--- src/rtl/spm_pkg.sv ---
// ----------------------------------------------------------------------------
// spm_pkg
// Shared constants, codes and controller/datapath interface types for the
// sparse polynomial multiplier.
// ----------------------------------------------------------------------------
package spm_pkg;

  localparam int MAX_TERMS_DEF = 16;
  localparam int MAX_EXP_DEF   = 15;

  localparam int KIND_W  = 3;
  localparam int TEXP_W  = 4;
  localparam int TCOEF_W = 16;
  localparam int STAT_W  = 2;
  localparam int REXP_W  = 5;
  localparam int ACC_W   = 40;
  localparam int PROD_W  = 2 * TCOEF_W;

  localparam int IN_DATA_W  = 24;
  localparam int OUT_DATA_W = 48;

  // input item kinds
  localparam logic [KIND_W-1:0] KIND_ADD_A = 3'd0;
  localparam logic [KIND_W-1:0] KIND_ADD_B = 3'd1;
  localparam logic [KIND_W-1:0] KIND_CLR_A = 3'd2;
  localparam logic [KIND_W-1:0] KIND_CLR_B = 3'd3;
  localparam logic [KIND_W-1:0] KIND_MUL   = 3'd4;

  // result status codes
  localparam logic [STAT_W-1:0] STS_PRODUCT = 2'd0;
  localparam logic [STAT_W-1:0] STS_EMPTY   = 2'd1;
  localparam logic [STAT_W-1:0] STS_FULL    = 2'd2;

  typedef struct packed {
    logic                load_a;
    logic                load_b;
    logic                clr_a;
    logic                clr_b;
    logic                pair_rst;
    logic                pair_adv;
    logic                mul_en;
    logic                sum_rd_pair;
    logic                sum_wr_acc;
    logic                sum_wr_zero;
    logic                e_load_top;
    logic                e_dec;
    logic                e_inc;
    logic                out_load;
    logic [STAT_W-1:0]   out_status;
  } spm_cmd_t;

  typedef struct packed {
    logic a_empty;
    logic b_empty;
    logic a_full;
    logic b_full;
    logic pair_last;
    logic e_zero;
    logic e_clr_last;
    logic out_free;
  } spm_sts_t;

endpackage

--- src/rtl/spm_ctrl.sv ---
// ----------------------------------------------------------------------------
// spm_ctrl
// Controller: decodes input beats and sequences the clearing pass, the
// pair walk, and the emission of the product terms and status results.
// ----------------------------------------------------------------------------
module spm_ctrl
  import spm_pkg::*;
(
  input  logic              clk,
  input  logic              rst_n,
  input  logic              in_tvalid,
  input  logic [KIND_W-1:0] in_kind,
  output logic              in_tready,
  output spm_cmd_t          cmd,
  input  spm_sts_t          sts
);

  localparam logic [2:0] ST_CLR  = 3'd0;
  localparam logic [2:0] ST_IDLE = 3'd1;
  localparam logic [2:0] ST_STAT = 3'd2;
  localparam logic [2:0] ST_RD   = 3'd3;
  localparam logic [2:0] ST_MUL  = 3'd4;
  localparam logic [2:0] ST_ACC  = 3'd5;
  localparam logic [2:0] ST_ERD  = 3'd6;
  localparam logic [2:0] ST_EOUT = 3'd7;

  logic [2:0]        state_r, state_nxt;
  logic [STAT_W-1:0] stat_r, stat_nxt;
  logic              accept;

  assign in_tready = (state_r == ST_IDLE);
  assign accept    = in_tvalid && in_tready;

  always_comb begin
    state_nxt = state_r;
    stat_nxt  = stat_r;
    cmd       = '0;
    case (state_r)
      ST_CLR: begin
        cmd.sum_wr_zero = 1'b1;
        cmd.e_inc       = 1'b1;
        if (sts.e_clr_last) begin
          state_nxt = ST_IDLE;
        end
      end
      ST_IDLE: begin
        if (accept) begin
          case (in_kind)
            KIND_ADD_A: begin
              if (sts.a_full) begin
                stat_nxt  = STS_FULL;
                state_nxt = ST_STAT;
              end else begin
                cmd.load_a = 1'b1;
              end
            end
            KIND_ADD_B: begin
              if (sts.b_full) begin
                stat_nxt  = STS_FULL;
                state_nxt = ST_STAT;
              end else begin
                cmd.load_b = 1'b1;
              end
            end
            KIND_CLR_A: cmd.clr_a = 1'b1;
            KIND_CLR_B: cmd.clr_b = 1'b1;
            KIND_MUL: begin
              if (sts.a_empty || sts.b_empty) begin
                stat_nxt  = STS_EMPTY;
                state_nxt = ST_STAT;
              end else begin
                cmd.pair_rst = 1'b1;
                state_nxt    = ST_RD;
              end
            end
            default: ;
          endcase
        end
      end
      ST_STAT: begin
        if (sts.out_free) begin
          cmd.out_load   = 1'b1;
          cmd.out_status = stat_r;
          state_nxt      = ST_IDLE;
        end
      end
      ST_RD: begin
        state_nxt = ST_MUL;
      end
      ST_MUL: begin
        cmd.mul_en      = 1'b1;
        cmd.sum_rd_pair = 1'b1;
        state_nxt       = ST_ACC;
      end
      ST_ACC: begin
        cmd.sum_wr_acc = 1'b1;
        cmd.pair_adv   = 1'b1;
        if (sts.pair_last) begin
          cmd.e_load_top = 1'b1;
          state_nxt      = ST_ERD;
        end else begin
          state_nxt = ST_RD;
        end
      end
      ST_ERD: begin
        state_nxt = ST_EOUT;
      end
      ST_EOUT: begin
        if (sts.out_free) begin
          // emit and zero the accumulator for the next multiply
          cmd.out_load    = 1'b1;
          cmd.out_status  = STS_PRODUCT;
          cmd.sum_wr_zero = 1'b1;
          if (sts.e_zero) begin
            state_nxt = ST_IDLE;
          end else begin
            cmd.e_dec = 1'b1;
            state_nxt = ST_ERD;
          end
        end
      end
      default: state_nxt = ST_IDLE;
    endcase
  end

  always_ff @(posedge clk) begin
    if (!rst_n) begin
      state_r <= ST_CLR;
    end else begin
      state_r <= state_nxt;
    end
  end

  always_ff @(posedge clk) begin
    stat_r <= stat_nxt;
  end

`ifndef SYNTHESIS
  a_load_when_free: assert property (@(posedge clk) disable iff (!rst_n)
    cmd.out_load |-> sts.out_free)
    else $error("result loaded while output register occupied");

  a_walk_nonempty: assert property (@(posedge clk) disable iff (!rst_n)
    (state_r == ST_RD) |-> (!sts.a_empty && !sts.b_empty))
    else $error("pair walk started with an empty store");

  a_emit_end: assert property (@(posedge clk) disable iff (!rst_n)
    (state_r == ST_EOUT && sts.out_free && sts.e_zero) |=> (state_r == ST_IDLE))
    else $error("emission did not finish after exponent zero");
`endif

endmodule

--- src/rtl/spm_dpath.sv ---
// ----------------------------------------------------------------------------
// spm_dpath
// Datapath: term stores, counts and maxima, pair multiplier, accumulator
// memory and the output register.
// ----------------------------------------------------------------------------
module spm_dpath
  import spm_pkg::*;
#(
  parameter int MAX_TERMS = MAX_TERMS_DEF,
  parameter int MAX_EXP   = MAX_EXP_DEF
) (
  input  logic                     clk,
  input  logic                     rst_n,
  input  logic [TEXP_W-1:0]        in_term_exp,
  input  logic signed [TCOEF_W-1:0] in_term_coeff,
  input  spm_cmd_t                 cmd,
  output spm_sts_t                 sts,
  output logic                     out_tvalid,
  input  logic                     out_tready,
  output logic [STAT_W-1:0]        out_status,
  output logic [REXP_W-1:0]        out_result_exp,
  output logic signed [ACC_W-1:0]  out_result_coeff,
  output logic                     out_tlast
);

  localparam int CW        = $clog2(MAX_TERMS + 1);
  localparam int AW        = (MAX_TERMS > 1) ? $clog2(MAX_TERMS) : 1;
  localparam int EW        = $clog2(MAX_EXP + 1);
  localparam int SUM_DEPTH = 2 * MAX_EXP + 1;
  localparam int SW        = $clog2(SUM_DEPTH);
  localparam int XW        = (EW > TEXP_W) ? EW : TEXP_W;
  localparam int TW        = EW + TCOEF_W;

  logic [TW-1:0]    mem_a [MAX_TERMS];
  logic [TW-1:0]    mem_b [MAX_TERMS];
  logic [ACC_W-1:0] sums_mem [SUM_DEPTH];

  logic [CW-1:0] count_a_r, count_b_r;
  logic [EW-1:0] max_a_r, max_b_r;
  logic [AW-1:0] i_r, j_r;
  logic [SW-1:0] e_r, pe_r;
  logic [TW-1:0] rd_a_r, rd_b_r;
  logic signed [PROD_W-1:0] prod_r;
  logic [ACC_W-1:0] sum_rd_r;

  logic              out_valid_r;
  logic [STAT_W-1:0] out_status_r;
  logic [REXP_W-1:0] out_exp_r;
  logic [ACC_W-1:0]  out_coeff_r;
  logic              out_last_r;

  logic [EW-1:0] exp_sat;
  logic [SW-1:0] pair_exp;
  logic [SW-1:0] sum_raddr;
  logic [SW-1:0] sum_waddr;
  logic [ACC_W-1:0] sum_wdata;
  logic          i_last;

  // clamp the incoming exponent to the largest storable one
  assign exp_sat = (XW'(in_term_exp) > XW'(MAX_EXP)) ? EW'(MAX_EXP) : EW'(in_term_exp);

  assign pair_exp  = SW'(rd_a_r[TW-1:TCOEF_W]) + SW'(rd_b_r[TW-1:TCOEF_W]);
  assign sum_raddr = cmd.sum_rd_pair ? pair_exp : e_r;
  assign sum_waddr = cmd.sum_wr_acc ? pe_r : e_r;
  assign sum_wdata = cmd.sum_wr_acc ? (sum_rd_r + ACC_W'(prod_r)) : '0;
  assign i_last    = (CW'(i_r) == count_a_r - CW'(1));

  assign sts.a_empty    = (count_a_r == '0);
  assign sts.b_empty    = (count_b_r == '0);
  assign sts.a_full     = (count_a_r >= CW'(MAX_TERMS));
  assign sts.b_full     = (count_b_r >= CW'(MAX_TERMS));
  assign sts.pair_last  = i_last && (CW'(j_r) == count_b_r - CW'(1));
  assign sts.e_zero     = (e_r == '0);
  assign sts.e_clr_last = (e_r == SW'(SUM_DEPTH - 1));
  assign sts.out_free   = !out_valid_r || out_tready;

  // store counts and maxima
  always_ff @(posedge clk) begin
    if (!rst_n) begin
      count_a_r <= '0;
      count_b_r <= '0;
      max_a_r   <= '0;
      max_b_r   <= '0;
    end else begin
      if (cmd.clr_a) begin
        count_a_r <= '0;
        max_a_r   <= '0;
      end else if (cmd.load_a) begin
        count_a_r <= count_a_r + CW'(1);
        if (exp_sat > max_a_r) begin
          max_a_r <= exp_sat;
        end
      end
      if (cmd.clr_b) begin
        count_b_r <= '0;
        max_b_r   <= '0;
      end else if (cmd.load_b) begin
        count_b_r <= count_b_r + CW'(1);
        if (exp_sat > max_b_r) begin
          max_b_r <= exp_sat;
        end
      end
    end
  end

  // term stores
  always_ff @(posedge clk) begin
    if (cmd.load_a) begin
      mem_a[count_a_r[AW-1:0]] <= {exp_sat, in_term_coeff};
    end
    if (cmd.load_b) begin
      mem_b[count_b_r[AW-1:0]] <= {exp_sat, in_term_coeff};
    end
    rd_a_r <= mem_a[i_r];
    rd_b_r <= mem_b[j_r];
  end

  // pair walk: A inner, B outer
  always_ff @(posedge clk) begin
    if (cmd.pair_rst) begin
      i_r <= '0;
      j_r <= '0;
    end else if (cmd.pair_adv) begin
      if (i_last) begin
        i_r <= '0;
        j_r <= j_r + AW'(1);
      end else begin
        i_r <= i_r + AW'(1);
      end
    end
  end

  always_ff @(posedge clk) begin
    if (cmd.mul_en) begin
      prod_r <= $signed(rd_a_r[TCOEF_W-1:0]) * $signed(rd_b_r[TCOEF_W-1:0]);
      pe_r   <= pair_exp;
    end
  end

  // exponent counter also drives the clearing pass after reset
  always_ff @(posedge clk) begin
    if (!rst_n) begin
      e_r <= '0;
    end else if (cmd.e_load_top) begin
      e_r <= SW'(max_a_r) + SW'(max_b_r);
    end else if (cmd.e_dec) begin
      e_r <= e_r - SW'(1);
    end else if (cmd.e_inc) begin
      e_r <= e_r + SW'(1);
    end
  end

  // accumulator memory
  always_ff @(posedge clk) begin
    if (cmd.sum_wr_acc || cmd.sum_wr_zero) begin
      sums_mem[sum_waddr] <= sum_wdata;
    end
    sum_rd_r <= sums_mem[sum_raddr];
  end

  // output register
  always_ff @(posedge clk) begin
    if (!rst_n) begin
      out_valid_r <= 1'b0;
    end else if (cmd.out_load) begin
      out_valid_r <= 1'b1;
    end else if (out_tready) begin
      out_valid_r <= 1'b0;
    end
  end

  always_ff @(posedge clk) begin
    if (cmd.out_load) begin
      out_status_r <= cmd.out_status;
      if (cmd.out_status == STS_PRODUCT) begin
        out_exp_r   <= REXP_W'(e_r);
        out_coeff_r <= sum_rd_r;
        out_last_r  <= (e_r == '0);
      end else begin
        out_exp_r   <= '0;
        out_coeff_r <= '0;
        out_last_r  <= 1'b1;
      end
    end
  end

  assign out_tvalid       = out_valid_r;
  assign out_status       = out_status_r;
  assign out_result_exp   = out_exp_r;
  assign out_result_coeff = $signed(out_coeff_r);
  assign out_tlast        = out_last_r;

`ifndef SYNTHESIS
  a_count_bound: assert property (@(posedge clk) disable iff (!rst_n)
    (count_a_r <= CW'(MAX_TERMS)) && (count_b_r <= CW'(MAX_TERMS)))
    else $error("term count above store depth");

  a_no_load_full: assert property (@(posedge clk) disable iff (!rst_n)
    (cmd.load_a |-> !sts.a_full) and (cmd.load_b |-> !sts.b_full))
    else $error("term written into a full store");

  a_last_at_zero: assert property (@(posedge clk) disable iff (!rst_n)
    (cmd.out_load && cmd.out_status == STS_PRODUCT && e_r == '0) |=> out_tlast)
    else $error("exponent zero term not marked last");
`endif

endmodule

--- src/rtl/sparse_polynomial_multiplier_top.sv ---
// ----------------------------------------------------------------------------
// sparse_polynomial_multiplier_top
// Multiplies two sparse polynomials held in term stores A and B and
// streams the product terms from the highest exponent down to zero.
//
//   channel | dir | tdata fields (low bit up)              | tuser   | tlast
//   in_     | in  | term_exp[3:0], term_coeff[19:4]        | kind    | -
//   out_    | out | result_exp[4:0], result_coeff[44:5]    | status  | last
//
// A multiply walks every pair of A and B terms through a single
// multiplier and a read-modify-write of the accumulator memory, each pair
// passing the read, multiply and accumulate states in turn, then emits
// one term per exponent from top = max(expA)+max(expB) down to zero.
// After reset the accumulator memory, all 2*MAX_EXP+1 entries, is zeroed
// before the first beat is taken. A stall on the output holds the sequence.
// ----------------------------------------------------------------------------
module sparse_polynomial_multiplier_top
  import spm_pkg::*;
#(
  parameter int MAX_TERMS = MAX_TERMS_DEF,
  parameter int MAX_EXP   = MAX_EXP_DEF
) (
  input  logic                  clk,
  input  logic                  rst_n,
  input  logic                  in_tvalid,
  output logic                  in_tready,
  input  logic [IN_DATA_W-1:0]  in_tdata,   // term_exp, term_coeff
  input  logic [KIND_W-1:0]     in_tuser,   // kind
  output logic                  out_tvalid,
  input  logic                  out_tready,
  output logic [OUT_DATA_W-1:0] out_tdata,  // result_exp, result_coeff
  output logic [STAT_W-1:0]     out_tuser,  // status
  output logic                  out_tlast
);

  spm_cmd_t cmd;
  spm_sts_t sts;

  logic [REXP_W-1:0]       result_exp;
  logic signed [ACC_W-1:0] result_coeff;

  spm_ctrl u_ctrl (
    .clk       (clk),
    .rst_n     (rst_n),
    .in_tvalid (in_tvalid),
    .in_kind   (in_tuser),
    .in_tready (in_tready),
    .cmd       (cmd),
    .sts       (sts)
  );

  spm_dpath #(
    .MAX_TERMS (MAX_TERMS),
    .MAX_EXP   (MAX_EXP)
  ) u_dpath (
    .clk              (clk),
    .rst_n            (rst_n),
    .in_term_exp      (in_tdata[TEXP_W-1:0]),
    .in_term_coeff    ($signed(in_tdata[TEXP_W+TCOEF_W-1:TEXP_W])),
    .cmd              (cmd),
    .sts              (sts),
    .out_tvalid       (out_tvalid),
    .out_tready       (out_tready),
    .out_status       (out_tuser),
    .out_result_exp   (result_exp),
    .out_result_coeff (result_coeff),
    .out_tlast        (out_tlast)
  );

  assign out_tdata = {{(OUT_DATA_W - REXP_W - ACC_W){1'b0}}, result_coeff, result_exp};

endmodule
--- config.mk ---
export PLATFORM = sky130hd
export DESIGN_NAME = sparse_polynomial_multiplier_top
export DESIGN_NICKNAME = d
export VERILOG_FILES = /design/src/rtl/spm_pkg.sv /design/src/rtl/spm_ctrl.sv /design/src/rtl/spm_dpath.sv /design/src/rtl/sparse_polynomial_multiplier_top.sv
export SDC_FILE = /design/constraint.sdc
export NUM_CORES = 2
export LEC_CHECK = 0
export BUFFER_PORTS_ARGS = -buffer_cell sky130_fd_sc_hd__buf_2
export CORE_MARGIN = 4
export CORE_UTILIZATION = 53
export DETAILED_ROUTE_END_ITERATION = 8
export GPL_ROUTABILITY_DRIVEN = 1
export GPL_TIMING_DRIVEN = 0
export PLACE_DENSITY = 0.8
export RECOVER_POWER = 100
export SYNTH_ARGS = -nofsm -noshare
export SYNTH_HDL_FRONTEND = slang
export SYNTH_SLANG_ARGS = --single-unit
--- constraint.sdc ---
create_clock -name clk -period 5.9 [get_ports clk]
set_input_delay 0.295 -clock clk [delete_from_list [all_inputs] [get_ports clk]]
set_output_delay 0.295 -clock clk [all_outputs]
set_load 0.02 [all_outputs]
### Word-level counts from Yosys, hierarchy flattened

Memories as Yosys holds them, arrays and structs flattened. A register that Yosys moved wholly into a read port is not among the register bits.
Cells that the tools add are included.

| word-level totals | value |
|---|---|
| bits in latches | 0 |
| output and inout port bits | 53 |
| memory bits (writable) | 1880 |
| bits in registers | 122 |
| memories | 3 |
| bits in read-only memories | 0 |
| input bits | 31 |

Memories:

| memory | depth | bits a word | read ports | clocked after Yosys merged registers in | write ports | line | RTL |
|---|---|---|---|---|---|---|---|
| u_dpath.sums_mem | 31 | 40 | 1 | 1 | 1 | spm_dpath.sv:36 | `logic [ACC_W-1:0] sums_mem [SUM_DEPTH];` |
| u_dpath.mem_a | 16 | 20 | 1 | 1 | 1 | spm_dpath.sv:34 | `logic [TW-1:0] mem_a [MAX_TERMS];` |
| u_dpath.mem_b | 16 | 20 | 1 | 1 | 1 | spm_dpath.sv:35 | `logic [TW-1:0] mem_b [MAX_TERMS];` |

| cells by class | value |
|---|---|
| $mul | 1 |
| multiplexer cells | 54 |
| bitwise gates (word level) | 1 |
| equal/unequal tests | 24 |
| add/subtract/negate cells | 11 |
| $lt $le $gt $ge | 5 |
| divide/modulo/power cells | 0 |
| shift-type cells | 0 |
| reductions and logical operators | 22 |

Operators with widths:

| kind | count |
|---|---|
| $add 40x40->40 | 1 |
| $mux 40 | 1 |
| $mux 5 | 7 |
| $mul 16x16->32 | 1 |
| $mux 3 | 10 |
| $mux 1 | 25 |
| $pmux 3 s8 | 1 |
| $add 5x1->5 const B | 3 |
| $eq 3x3->1 const B | 5 |
| $logic_not 5->1 | 3 |
| $sub 5x1->5 const B | 3 |
| $eq 3x2->1 const B | 4 |
| $ne 2x2->1 const B | 6 |
| $add 4x4->5 | 2 |
| $eq 4x5->1 | 2 |
| $ge 5x5->1 const B | 2 |
| $pmux 3 s3 | 1 |
| $add 4x1->4 const B | 2 |
| $gt 4x4->1 | 2 |
| $mux 2 | 4 |
| $mux 4 | 2 |
| $reduce_and 7->1 | 1 |
| $eq 3x1->1 const B | 2 |
| $logic_not 3->1 | 2 |
| other kinds (18) | 26 |

### Depth between registers and ports, before layout

| depth | value |
|---|---|
| depth after elaboration | 8 |
| gate-level depth with buffers | 22 |

### Modules after synthesis

Synthesis repeated with hierarchy kept, for this count alone.

| second synthesis, totals | value |
|---|---|
| cells, all modules | 5203 |
| area total of the unflattened synthesis | 91288.8 µm² |

Modules (own cells, without submodules):

| module | instances | area an instance (µm²) | cells an instance |
|---|---|---|---|
| spm_dpath | 1 | 90747.0 | 5134 |
| spm_ctrl | 1 | 515.5 | 65 |
| sparse_polynomial_multiplier_top | 1 | 26.3 | 4 |

### Worst setup path before layout

Ideal clock, no wire load.

| path | value |
|---|---|
| kind | flip-flop to flip-flop |
| start | reg u_dpath.rd_a_r[15], read port of u_dpath.mem_a |
| end | reg u_dpath.prod_r[30] (data pin) |
| period minus slack after synthesis | 5834 ps |
| cell stages (with the launch flop) | 20 |
| arrival | 5576 ps |
| slack | 66 ps |
| required time | 5642 ps |
| path through | dfxtp_1 -> clkbuf_1 -> nand2_1 -> inv_1 -> fa_1 -> fa_1 -> fa_1 -> fa_1 -> fa_1 -> inv_1 -> fa_1 -> inv_1 -> ha_1 -> and4_1 -> nand3_1 -> o21ai_0 -> o21ai_0 -> o41ai_1 -> o22ai_1 -> xnor2_1 |

| on the way | value |
|---|---|
| word-level cells in the longest chain between the ends | 1 |

Ends and longest elaborated chain:

| what | line | RTL |
|---|---|---|
| start, declared | spm_dpath.sv:42 | `logic [TW-1:0] rd_a_r, rd_b_r;` |
| $mul 16x16->32 | spm_dpath.sv:135 | `prod_r <= $signed(rd_a_r[TCOEF_W-1:0]) * $signed(rd_b_r[TCOEF_W-1:0]);` |
| end signal, assigned | spm_dpath.sv:135 |  |
| end, declared | spm_dpath.sv:43 | `logic signed [PROD_W-1:0] prod_r;` |

Every way passes these cells.
A chain may end at the register's enable or synchronous reset.

### Worst setup path in the final report

| path | value |
|---|---|
| start | reg u_dpath.sum_rd_r[2], read port of u_dpath.sums_mem |
| end | mem u_dpath.sums_mem[5][35] (data pin) |

| on the way | value |
|---|---|
| word-level cells in the longest chain between the ends | 2 |

Ends and longest elaborated chain:

| what | line | RTL |
|---|---|---|
| start, declared | spm_dpath.sv:44 | `logic [ACC_W-1:0] sum_rd_r;` |
| $add 40x40->40 | spm_dpath.sv:65 | `assign sum_wdata = cmd.sum_wr_acc ? (sum_rd_r + ACC_W'(prod_r)) : '0;` |
| $mux 40 | spm_dpath.sv:65 |  |
| via u_dpath.sum_wdata[35] | spm_dpath.sv:56 | `logic [ACC_W-1:0] sum_wdata;` |
| end, declared | spm_dpath.sv:36 |  |

The timed path passes the listed nets, and every way through them passes these cells.

==> impl_metrics.py <==
metrics = {
    "detailed_routing": {
        "num_vias": 60900,
        "drtIter0Drc": 9201,
        "drt-pass1-iter-count": 8,
        "ant_nets": 0,
        "detail_route.wl_per_cell_um": 28.3,
        "wl_mm": 270,
        "drt-vias-per-instance": 6.37,
        "drc": 0,
    },
    "cells_and_area": {
        "syn2layout_area_growth_pct": 13.1,
        "layout-drive-gt1-share": 0.120,
        "nFillCells": 12300,
        "seqCellArea_sq_mm": 0.0615,
        "final_util": 0.602,
        "nets": 7504,
        "layout.cells.non_filler": 9567,
        "multi_input_area_sq_mm": 0.0288,
    },
    "worst_setup_path": {
        "reg2reg_depth": 11,
        "crit_chain": "ha_1, and3_1, a221oi_1, a21oi_1, o31ai_1, o211ai_1, nand3_1, a21oi_1, nor3b_1, clkbuf_1, buf_4",
        "cp.arrival_ps": 6690,
        "timing.critical_path.buf_inv": 2,
        "startpoint_type": "flop",
        "ff2ff_setup_slack_ps": -120,
        "cpLargestDelayFamily": "compound AO/OA/AOI/OAI gates",
        "critical-path-slowest-cell": "nor3b_1",
        "critPathRequiredTime_ps": 6580,
        "crit_fanout": 14,
        "worstSetupPathType": "reg2reg",
        "cp.depth": 11,
        "end_kind": "flop",
        "slowest_delay_ps": 1050,
        "crit_top_cell": "a21oi_1",
    },
    "timing": {
        "worst_pin_slew_ps": 3090,
        "setup_ws_ps": -117,
        "fin_skew_ps": 53.1,
        "fmax_mhz": 166,
        "grt_setup_unrepaired": "true",
        "setup_violations": 29,
        "fin_tns_setup_ps": -1710,
        "post-route-min-period_ps": 6020,
        "relSlewSlack": -1.07,
        "fin_crit_sh": 1.02,
        "hold_viol": 0,
        "slew_violations": 1819,
    },
    "grt": {
        "gr-usage-all-layers": 0.294,
        "globalRouteOverflowTotal": 0,
        "antenna_found_initial": 21,
        "grt_pass1_vias": 60500,
        "grt_pass1_wl_mm": 391,
        "grt_max_degree": 46,
    },
    "power": {
        "p_seq_frac": 0.343,
        "p_int_mw": 32.9,
        "power_switching_share": 0.341,
        "powerDensity_mw_per_mm2": 477,
        "p_comb_frac": 0.398,
        "p_clk_frac": 0.259,
        "peakVddDrop_v": 0.00122,
        "p_switching_mw": 17.0,
        "p_leak_nw": 38.1,
    },
    "floorplan": {
        "dieWidth_um": 426,
        "dieArea_sq_mm": 0.181,
        "core_area_sq_mm": 0.174,
        "ioPinCount": 84,
        "initial_core_util": 0.533,
        "die_y_um": 426,
        "std_cell_rows": 153,
    },
    "placed_design": {
        "io_buffer_count": 75,
        "hpwlAfterDp_mm": 174,
        "routabilityCongestion": 0.952,
        "place_inst": 9091,
    },
    "clocking": {
        "cts_tree": "yes",
        "cts_made_buffers": 198,
        "root_buffer": "clkbuf_16",
        "cts.clk_slew.worst_paths_ps": 60,
        "cts_sinks": 2082,
        "htree_num_levels": 4,
        "clockBufferDepth": 3,
        "insertion_delay_ps": 870,
    },
    "min_path": {
        "min_path_type": "in2reg",
        "hold_path_depth": 3,
    },
    "yosys": {
        "ys_seq_elements": 2082,
        "synth_ff_type": "edfxtp_1",
        "postSynthCellCount": 6572,
        "yosys_warnings": 0,
        "synth_cell_type_count": 71,
        "synth.yosys.seq_area_share": 0.664,
        "synth_area_sq_mm": 0.0925,
        "synth-edff-count": 1967,
        "avgSynthCellArea_sq_um": 14.1,
        "async_flop_share": 0,
    },
    "outcome": {
        "outcome": "finished with violations",
        "violations": "capacitance limit, slew limit, setup timing",
    },
    "flow_run": {
        "drv_cap": 83,
    },
}
==> synth_stat cells (all sizes together), types with 21 or more instances <==
cell	instances	area (sq um)
edfxtp	1967	59100
nand2	1391	5220
inv	317	1190
fa	266	5330
nor2	216	811
clkbuf	214	803
and3	209	1310
mux4	200	4500
nand3	180	901
and2	176	1100
a31oi	169	1060
a311oi	160	1400
buf	158	781
ha	150	1880
a211oi	135	1010
dfxtp	115	2300
a21oi	114	574
a21o	74	556
xnor2	58	508
nor3	48	240
o21ai	48	240
xor2	33	289
mux2i	21	223
==> registers in the layout, summed over array words and instances (netlist names), 3 cells and up <==
| signal | cells |
|---|---|
| u_ctrl.state_r | 3 |
| u_dpath.count_a_r | 5 |
| u_dpath.count_b_r | 5 |
| u_dpath.e_r | 5 |
| u_dpath.i_r | 4 |
| u_dpath.j_r | 4 |
| u_dpath.max_a_r | 4 |
| u_dpath.max_b_r | 4 |
| u_dpath.mem_a | 320 |
| u_dpath.mem_b | 320 |
| u_dpath.out_result_coeff | 40 |
| u_dpath.out_result_exp | 5 |
| u_dpath.pe_r | 5 |
| u_dpath.prod_r | 32 |
| u_dpath.rd_a_r | 20 |
| u_dpath.rd_b_r | 20 |
| u_dpath.sum_rd_r | 40 |
| u_dpath.sums_mem | 1240 |
==> final timing paths <==
path,start,endpoint
setup / recovery,u_dpath.sum_rd_r[2],u_dpath.sums_mem[5][35]
hold / removal,rst_n,u_ctrl.state_r[2]
setup reg to reg,u_dpath.sum_rd_r[2],u_dpath.sums_mem[5][35]
hold reg to reg,u_dpath.sum_rd_r[20],u_dpath.out_result_coeff[20]
==> cells in the final DEF, fill, tap and decap left out, drive strengths merged, types with 10 or more instances in the layout <==
cell type    count
dfxtp          115
nand2         1391
nor3            48
edfxtp        1967
clkbuf         643
mux4           200
xor2            33
dlygate4sd3     25
inv            326
a311oi         160
nor4            10
o21a            13
nor2           216
diode           17
xnor2           58
bufinv          17
nand4           10
a21o            74
a211oi         135
nand3          180
a21oi          114
o21bai          12
buf            229
mux2i           21
clkinv          89
or3             10
ha             150
and2           176
and3           209
nand2b          12
fa             266
o21ai           48
a31oi          169
==> layer usage <==
layer	track usage	part of all wire
met5	0	0.00015
met2	0.465	0.47
met4	0.177	0.072
met1	0.367	0.34
met3	0.0747	0.12
==> power groups by stage <==
stage / logic [mW] / registers (mW) / clock network (mW)
2_1_floorplan: 10.8 / 17.3 / 0
3_3_place_gp: 14.4 / 17.4 / 0
3_5_place_dp: 15.0 / 17.4 / 0
4_1_cts: 17.8 / 17.1 / 12.9
5_1_grt: 21.5 / 17.1 / 13.6
6_report: 19.9 / 17.1 / 12.9
==> kinds of logic (layout without fill, tap and decap cells) <==
group / count (synthesis) / count (layout) / share of synthesized area
flops: 2082 / 2082 / 0.664
compound gates: 777 / 777 / 0.0592
simple gates: 2293 / 2293 / 0.109
mux: 223 / 223 / 0.0514
xor+xnor: 91 / 91 / 0.00862
other cells: 1 / 20 / 0.0000406
buf+inv: 689 / 1340 / 0.0300
fa+ha+maj: 416 / 416 / 0.0779
==> worst min-delay path: stages <==
cell and delay (ps):
dlygate4sd3_1 560, buf_2 170, o21a_1 100
==> metrics by stage <==
step	cell area, sq um	worst slack (ps)	total power [mW]	hold WS [ps]
finish	105000	-117	49.9	307
global route	105000	-175	52.1	297
CTS	106000	-3.01	47.7	1.83
detailed placement	98200	-1710	32.4	531
global placement	95800	-1670	31.8	528
floorplan	92500	65.7	28.1	394
==> layout make-up <==
type,count,area share
Timing Repair Buffer,283,0.0161
Sequential cell,2082,0.588
Antenna cell,17,0.000407
Clock inverter,122,0.0120
Inverter,317,0.0114
Clock buffer,246,0.0508
Buffer,372,0.0183
Tap cell,2325,0.0278
Multi-Input combinational cell,3803,0.275
==> what timing repair did <==
item | in CTS | in global routing
endpoints found under the setup margin | 19 | 10
hold buffers | 25 | 0
gates resized for setup | 206 | 71
setup buffers | 24 | 41
cloned | 0 | 2
pin swaps | 28 | 66
hold endpoints to repair | 484 | 0
(Power assumes the default switching activity.)
